### config.mk
export PLATFORM = sky130hd
export DESIGN_NAME = segi_queue
export DESIGN_NICKNAME = d
export VERILOG_FILES = /design/src/rtl/segi_pkg.sv /design/src/rtl/segi_queue.sv
export SDC_FILE = /design/constraint.sdc
export NUM_CORES = 1
export LEC_CHECK = 0
export BUFFER_PORTS_ARGS = -buffer_cell sky130_fd_sc_hd__buf_2
export CAP_MARGIN = 20
export CORE_MARGIN = 3
export CORE_UTILIZATION = 57
export DETAILED_ROUTE_END_ITERATION = 6
export GPL_ROUTABILITY_DRIVEN = 0
export PLACE_DENSITY = 0.9
export SLEW_MARGIN = 30
export SYNTH_ARGS = -nofsm -noshare
export SYNTH_HDL_FRONTEND = slang
export SYNTH_SLANG_ARGS = --single-unit
### constraint.sdc
create_clock -name clk -period 8.4 [get_ports clk]
set_input_delay 0.42 -clock clk [delete_from_list [all_inputs] [get_ports clk]]
set_output_delay 0.42 -clock clk [all_outputs]
set_load 0.005 [all_outputs]
### src/rtl/segi_pkg.sv
// Package for the segment intersection block: widths, the job record passed
// from the front part to the back part, and queue sizing.
// No dependencies.
package segi_pkg;

  localparam int unsigned CoordW = 32;            // coordinate field width
  localparam int unsigned DiffW  = CoordW + 1;    // coordinate difference
  localparam int unsigned ProdW  = 2 * DiffW;     // signed product of differences
  localparam int unsigned MagW   = ProdW - 1;     // magnitude of den and tnum
  localparam int unsigned LoW    = CoordW;        // low slice of tnum for the split multiply
  localparam int unsigned HiW    = MagW - LoW;    // high slice of tnum
  localparam int unsigned NumW   = MagW + CoordW; // tnum * |db| magnitude
  localparam int unsigned QuoW   = CoordW;        // quotient bits, one per divider stage
  localparam int unsigned SumW   = CoordW + 2;    // signed sum before truncation

  localparam int unsigned QueueDepth = 4;
  localparam int unsigned QueueAw    = $clog2(QueueDepth);

  typedef struct packed {
    logic                     hit;
    logic [MagW-1:0]          tnum;
    logic [MagW-1:0]          den;
    logic signed [DiffW-1:0]  dbx;
    logic signed [DiffW-1:0]  dby;
    logic signed [CoordW-1:0] q0x;
    logic signed [CoordW-1:0] q0y;
  } seg_job_t;

endpackage

### src/rtl/segi_queue.sv
// Short queue of classified jobs between the front and back parts.
// Depends on segi_pkg.
module segi_queue (
  input  logic               clk,
  input  logic               rst_n,
  input  logic               push,
  input  segi_pkg::seg_job_t wr_job,
  output logic               rd_valid,
  output segi_pkg::seg_job_t rd_job,
  output logic               full
);
  import segi_pkg::*;

  seg_job_t               mem_r [QueueDepth];
  logic [QueueAw-1:0]     wr_ptr_r, rd_ptr_r;
  logic [QueueAw:0]       count_r, count_nxt;
  logic                   pop, do_push;

  // The back part never stalls, so the head leaves whenever it is there.
  assign pop     = (count_r != '0);
  assign do_push = push && !full;
  assign full    = (count_r == (QueueAw+1)'(QueueDepth));

  always_comb begin
    count_nxt = count_r;
    if (do_push && !pop) begin
      count_nxt = count_r + 1'b1;
    end else if (pop && !do_push) begin
      count_nxt = count_r - 1'b1;
    end
  end

  always_ff @(posedge clk) begin
    if (!rst_n) begin
      wr_ptr_r <= '0;
      rd_ptr_r <= '0;
      count_r  <= '0;
    end else begin
      count_r <= count_nxt;
      if (do_push) begin
        wr_ptr_r <= wr_ptr_r + 1'b1;
      end
      if (pop) begin
        rd_ptr_r <= rd_ptr_r + 1'b1;
      end
    end
  end

  always_ff @(posedge clk) begin
    if (do_push) begin
      mem_r[wr_ptr_r] <= wr_job;
    end
  end

  assign rd_valid = pop;
  assign rd_job   = mem_r[rd_ptr_r];

endmodule

==> summary.txt, run 1 <==
Outcome
  • Outcome: finished, final reports clean

Critical path
  • Critical Path RT: 7.98 ns
  • CP Buf/Inv Count: 3
  • Critical Setup Path Class: reg -> out
  • Arr. time, crit path: 3.28 ns
  • Worst Setup End Kind: primary output
  • CP max-delay cell: buf_6
  • R2r setup slk: between 4 and 5 ns
  • FF-to-FF path depth: 5
  • Startpoint types: flip-flop
  • Worst path depth: 4
  • CP max stage delay: 0.63 ns
  • CP max FO: 92
  • Crit path cell chain: buf_12 -> buf_6 -> mux4_2 -> buf_2
  • Crit-path leading delay family: buffers and inverters

Drt
  • Number of DRC violations after detailed routing: 0
  • Post-Route WL: between 90000 and 100000 um
  • Wirelength per Cell: 31.0 um
  • Vias: 19650
  • DRT Pass-1 Iters: 5
  • Antenna-violating nets left: 0
  • Via/cell ratio: ~6
  • 1st-iter DRT viols: between 2000 and 2500

Power and ir drop
  • LEAKAGE: 16.1 nW
  • Combinational Power Share: 25.8%
  • Sw Pwr: 0.00426 W
  • Internal: 0.0109 W
  • Power density cells: approximately 320 nW/um^2
  • Worst IR Drop VDD: around 0.24 mV
  • Clock network fraction of total power: between 30% and 40%
  • Sequential power share: 43.9%
  • Switching Share: between 20% and 30%

GRT
  • Initial antenna violation count: 15
  • GRT Resource Usage Total: 27.8%
  • First-pass GRT wire length: 142000 um
  • Largest net degree at the start of global routing: approximately 150
  • Vias in the first global route: 20902
  • GRT Residual Overflow: 0

Synthesis
  • Ys Warns: 0
  • Synth Cell Area: about 38000 sq um
  • Synthesized area per cell: 27.0 sq um
  • Synthesized Nets: 1683
  • Post-synthesis register bit count: 1053
  • Seq/Total Area, Yosys: between 80% and 90%
  • Cells after synthesis: 1414
  • Yosys cell types: 23

STA
  • Worst-Margin Slew: slightly above 1 ns
  • Fin crit period: 3.70 ns
  • Fmax: 0.270 GHz
  • Setup TNS after final layout: 0 ns
  • Final setup vio count: 0
  • Post-Route Skew: 0.0285 ns
  • RSZ-0062 raised after global routing: false
  • Final worst slack: roughly 4.7 ns
  • Fin crit share: 44.1%
  • Hold WS: 0.0515 ns
  • Final Max Tran Viols: 0
  • Fin. Hold Viols: 0
  • Slew HR: 30.8%

Run
  • Max-Cap Viols: 0

Clock tree
  • Clk_lat worst skew: 0.64 ns
  • CTS Buf Count: 99
  • CTS tree: yes
  • Root Buffer: clkbuf_16
  • Sink Count: between 1000 and 1500
  • Post-CTS Setup Repair Bufs: 0
  • # H-tree levels: 3
  • CTS Hold Bufs: 258
  • Clk buf depth: 3
  • PostCTS Resize Cnt: 0
  • Clock Pin Slew Worst Setup and Hold Paths: 0.07 ns

Layout
  • P&R area growth vs syn: 25.0%
  • Final instance area: 47700 sq um
  • Share of cells above drive strength 1: 41.0%
  • Nets: 2525
  • Final std cells w/o fill: 3201

Floorplan
  • Core area: 66000 sq um
  • Chip Width: 265 um
  • Die Span Y: 265 um
  • Initial Util: 57.8%
  • FP Rows: 94
  • Num ports: 527
  • Die area: 70000 sq um

Placed design
  • Placed wire-length estimate: about 50000 um
  • Placed cell count: between 2000 and 3000
  • DP Area: about 42000 sq um
  • Port bufs: 526
  • Placement Setup Slack: 5.05 ns

Min path
  • Hold Crit Depth: 1
  • Worst Hold Class: in -> reg
[metrics by stage]
stage / utilization (%) / total power, W
2_1_floorplan: - / 0.00900
3_3_place_gp: 63.1 / 0.0102
3_5_place_dp: 63.1 / 0.0103
4_1_cts: 72.0 / 0.0150
5_1_grt: 72.2 / 0.0156
6_report: 72.2 / 0.0151
[layout by cell type (no fill, tap or decap), drive strengths merged, types with 5 or more instances in the layout]
master          n
nand2           5
dfxtp           9
edfxtp       1044
buf           544
ha              5
clkinv         37
bufinv         11
diode           9
clkbuf        121
mux4          261
and2            6
dlygate4sd3   258
[flip-flops by register name, indices dropped and copies added, names as in the netlist, named ones only]
name      flops
count_r       3
mem_r      1044
rd_ptr_r      2
wr_ptr_r      2
[path summary, 6_finish.rpt]
path,start,end
setup / recovery,flip-flop,rd_job[205]
hold reg to reg,wr_ptr_r[1],wr_ptr_r[1]
setup reg to reg,count_r[0],mem_r[3][205]
hold / removal,wr_job[148],mem_r[0][148]
[cell type report]
class / instances / area, sq um
Multi-Input combinational cell: 297 / 6150
Clock inverter: 52 / 626
Fill cell: 3461 / 18300
Clock buffer: 121 / 2660
Inverter: 3 / 11.3
Timing Repair Buffer: 802 / 5560
Antenna cell: 9 / 22.5
Sequential cell: 1053 / 31500
Tap cell: 864 / 1080
[power by group through the flow]
stage	Combinational (W)	Clock, W	Sequential (W)
2_1_floorplan	0.00227	0	0.00673
3_3_place_gp	0.00351	0	0.00664
3_5_place_dp	0.00360	0	0.00670
4_1_cts	0.00379	0.00456	0.00662
5_1_grt	0.00408	0.00484	0.00667
6_report	0.00390	0.00460	0.00664
[metal layers]
| metal | up-vias | routed length, um | GRT usage, % |
|---|---|---|---|
| met3 | 264 | 9350 | 6.82 |
| met4 | 12 | 4000 | 10.6 |
| met5 | - | 70 | 0 |
| li1 | 7840 | - | - |
| met2 | 1358 | 53300 | 49.2 |
| met1 | 10176 | 32400 | 33.2 |
[Yosys cell counts]
cell type | number | area, sq um
mux2i_1 | 3 | 30.0
buf_2 | 30 | 150
and2_1 | 6 | 37.5
inv_1 | 3 | 11.3
or3_1 | 3 | 18.8
nand2_1 | 5 | 18.8
nand2b_1 | 2 | 12.5
nor2b_1 | 1 | 6.26
a21boi_0 | 1 | 7.51
mux4_2 | 261 | 5880
a21o_1 | 1 | 7.51
nor3b_1 | 1 | 7.51
buf_6 | 22 | 248
o31ai_1 | 1 | 7.51
edfxtp_1 | 1044 | 31400
xnor2_1 | 2 | 17.5
dfxtp_1 | 9 | 180
clkbuf_1 | 8 | 30.0
xor2_1 | 1 | 8.76
and3_1 | 2 | 12.5
ha_1 | 5 | 62.6
o21ai_0 | 2 | 10.0
buf_1 | 1 | 3.75
[logic make-up (layout without fill, tap and decap cells)]
logic type / Yosys count / count (layout) / share of synthesized area, %
flip-flops: 1053 / 1053 / 82.7
multiplexers: 264 / 264 / 15.5
buffers and inverters: 64 / 978 / 1.16
AND/OR/NAND/NOR: 20 / 20 / 0.299
adder cells (fa/ha/maj): 5 / 5 / 0.164
AO/OA/AOI/OAI: 5 / 5 / 0.0854
XOR/XNOR: 3 / 3 / 0.0689
other: 0 / 9 / 0
Note: power is estimated with default switching activity, not from simulation.
==> run 2, diff against run 1 <==
==> constraint.sdc (replaced) <==
create_clock -name clk -period 3.9 [get_ports clk]
set_input_delay 0.195 -clock clk [delete_from_list [all_inputs] [get_ports clk]]
set_output_delay 0.195 -clock clk [all_outputs]
set_load 0.005 [all_outputs]
==> summary.txt, run 2 (synthesized netlist as in run 1, its figures left out) <==
GRT
  • GRT Residual Overflow: 0
  • First-pass GRT wire length: around 150000 um
  • Largest net degree at the start of global routing: between 90 and 100
  • Initial antenna violation count: 9
  • Vias in the first global route: 21415
  • GRT Resource Usage Total: around 29%

Layout
  • Filler Cell Count: 3365
  • Most flop-heavy register: mem_r
  • Commonest non-fill, non-tap cell in the layout: edfxtp_1
  • Final instance area: 48000 sq um
  • Nets: 2575
  • Most frequent cells in the layout: edfxtp_1 (1044), buf_2 (526), dlygate4sd3_1 (262)
  • Largest regs: mem_r: 1044 flops, count_r: 3 flops
  • Final std cells w/o fill: 3263
  • Final core utilization: 72.8%
  • Max reg flops: 1044
  • Share of cells above drive strength 1: a little over two fifths
  • P&R area growth vs syn: 26.0%

Critical path
  • CP max-delay cell: dfxtp_4
  • Arr. time, crit path: 2.78 ns
  • Crit path cell chain: buf_4 -> mux4_2 -> buf_2
  • Startpoint types: flip-flop
  • Worst Setup End Kind: primary output
  • Critical Setup Path Class: reg -> out
  • RR Startpoint: count_r[0]
  • CP Buf/Inv Count: 2
  • CP max FO: 35
  • Crit-path leading delay family: flip-flops
  • CP max stage delay: between 0.9 and 1 ns
  • Critical Path RT: about 3.7 ns
  • FF-to-FF path depth: 4
  • Worst path depth: 3

STA
  • Worst-Margin Slew: 0.920 ns
  • Slew HR: 38.6%
  • Post-Route Skew: roughly 0.033 ns
  • Final worst slack: 0.923 ns
  • RSZ-0062 raised after global routing: false
  • Fmax: 0.336 GHz
  • Final setup vio count: 0
  • Fin crit share: 76.3%
  • Setup TNS after final layout: 0 ns
  • Fin crit period: 2.98 ns
  • Final Max Tran Viols: 0
  • Fin. Hold Viols: 0

Clock tree
  • Clock Pin Slew Worst Setup and Hold Paths: 0.06 ns
  • # H-tree levels: 3
  • Clk_lat worst skew: 0.65 ns
  • Sink Count: roughly 1100
  • Post-CTS Setup Repair Bufs: 0
  • Clk buf depth: 3
  • Root Buffer: clkbuf_16
  • CTS tree: yes
  • CTS Buf Count: 100

Min path
  • Worst Hold Class: in -> reg
  • Min-Delay Startpoint: push
  • Hold Crit Depth: 3

Drt
  • 1st-iter DRT viols: about 2400
  • Antenna-violating nets left: 0
  • Vias: 20078
  • DRT Pass-1 Iters: 5
  • Number of DRC violations after detailed routing: 0
  • Wirelength per Cell: 31.2 um
  • Post-Route WL: 102000 um
  • Via/cell ratio: 6.15

Placed design
  • Placed cell count: 2806
  • DP Area: 42200 sq um
  • Placed wire-length estimate: 54900 um
  • Port bufs: approximately 530
  • Placement Setup Slack: approximately 1.3 ns

Outcome
  • Outcome: finished, final reports clean

Floorplan
  • Die area: roughly 70000 sq um
  • Initial Util: 57.8%
  • Chip Width: 265 um
  • FP Rows: 94
  • Core area: 66000 sq um
  • Die Span Y: 265 um
  • Num ports: 527

Run
  • Max-Cap Viols: 0

Power and ir drop
  • LEAKAGE: 16.4 nW
  • Worst IR Drop VDD: 0.603 mV
  • Power density cells: 677 nW/um^2
[run 2: cell types whose count changed in the layout (fill, tap and decap cells not counted), moves of 3 or more]
cell           previous run  this run
buf_4                     0        36
buf_12                    7        27
clkinv_1                 15        26
clkinv_2                 16        24
buf_6                     6         0
bufinv_16                11         5
buf_16                    5         0
clkbuf_1                 15        19
clkbuf_8                  4         0
dlygate4sd3_1           258       262
clkinv_4                  3         0
[run 2: timing repair]
item,4_1_cts,5_1_grt
hold endpoints to repair,1053,0
hold buffers,262,0
gates resized for setup,0,0
[run 2: layout make-up]
cell class | instances | area (sq um) | area share [%]
Inverter | 3 | 11.3 | 0.0234
Clock buffer | 122 | 2650 | 5.52
Sequential cell | 1053 | 31500 | 65.7
Antenna cell | 10 | 25.0 | 0.0521
Clock inverter | 63 | 503 | 1.05
Multi-Input combinational cell | 297 | 6150 | 12.8
Timing Repair Buffer | 851 | 6070 | 12.6
Tap cell | 864 | 1080 | 2.25
[run 2: final timing paths]
| kind | endpoint | slack, ns |
|---|---|---|
| worst max-delay path | rd_job[139] | 0.92 |
| worst min-delay path | wr_ptr_r[1] | 0.14 |
| worst max register to register | mem_r[1][165] | 1.13 |
| worst min register to register | count_r[2] | 0.53 |
[run 2: worst register-to-register path: stages (launching register included)]
cell     delay [ns]
dfxtp_1        0.46
nor3b_1        0.15
nor2b_1        0.52
and2_4         0.85
buf_4          0.47
[run 2: through the flow]
step           power (W)  hold WS [ns]
6_report          0.0325         0.143
5_1_grt           0.0335         0.124
4_1_cts           0.0323        0.0893
3_5_place_dp      0.0226         0.410
3_3_place_gp      0.0222         0.403
2_1_floorplan     0.0192         0.294
[run 2: metal layers]
layer	routed length [um]	global-route usage [%]	vias up
met3	10100	6.91	241
met1	33100	35.2	10454
met5	0	0	-
li1	-	-	7966
met4	3600	9.72	0
met2	54900	52.4	1417
[run 2: report_power, final]
part	total [W]	switching (W)	leakage (nW)	internal, W
logic	0.00867	0.00444	5.17	0.00423
clock network	0.00944	0.00425	1.55	0.00520
registers	0.0144	0.000616	9.64	0.0138
total	0.0325	0.00930	16.4	0.0232
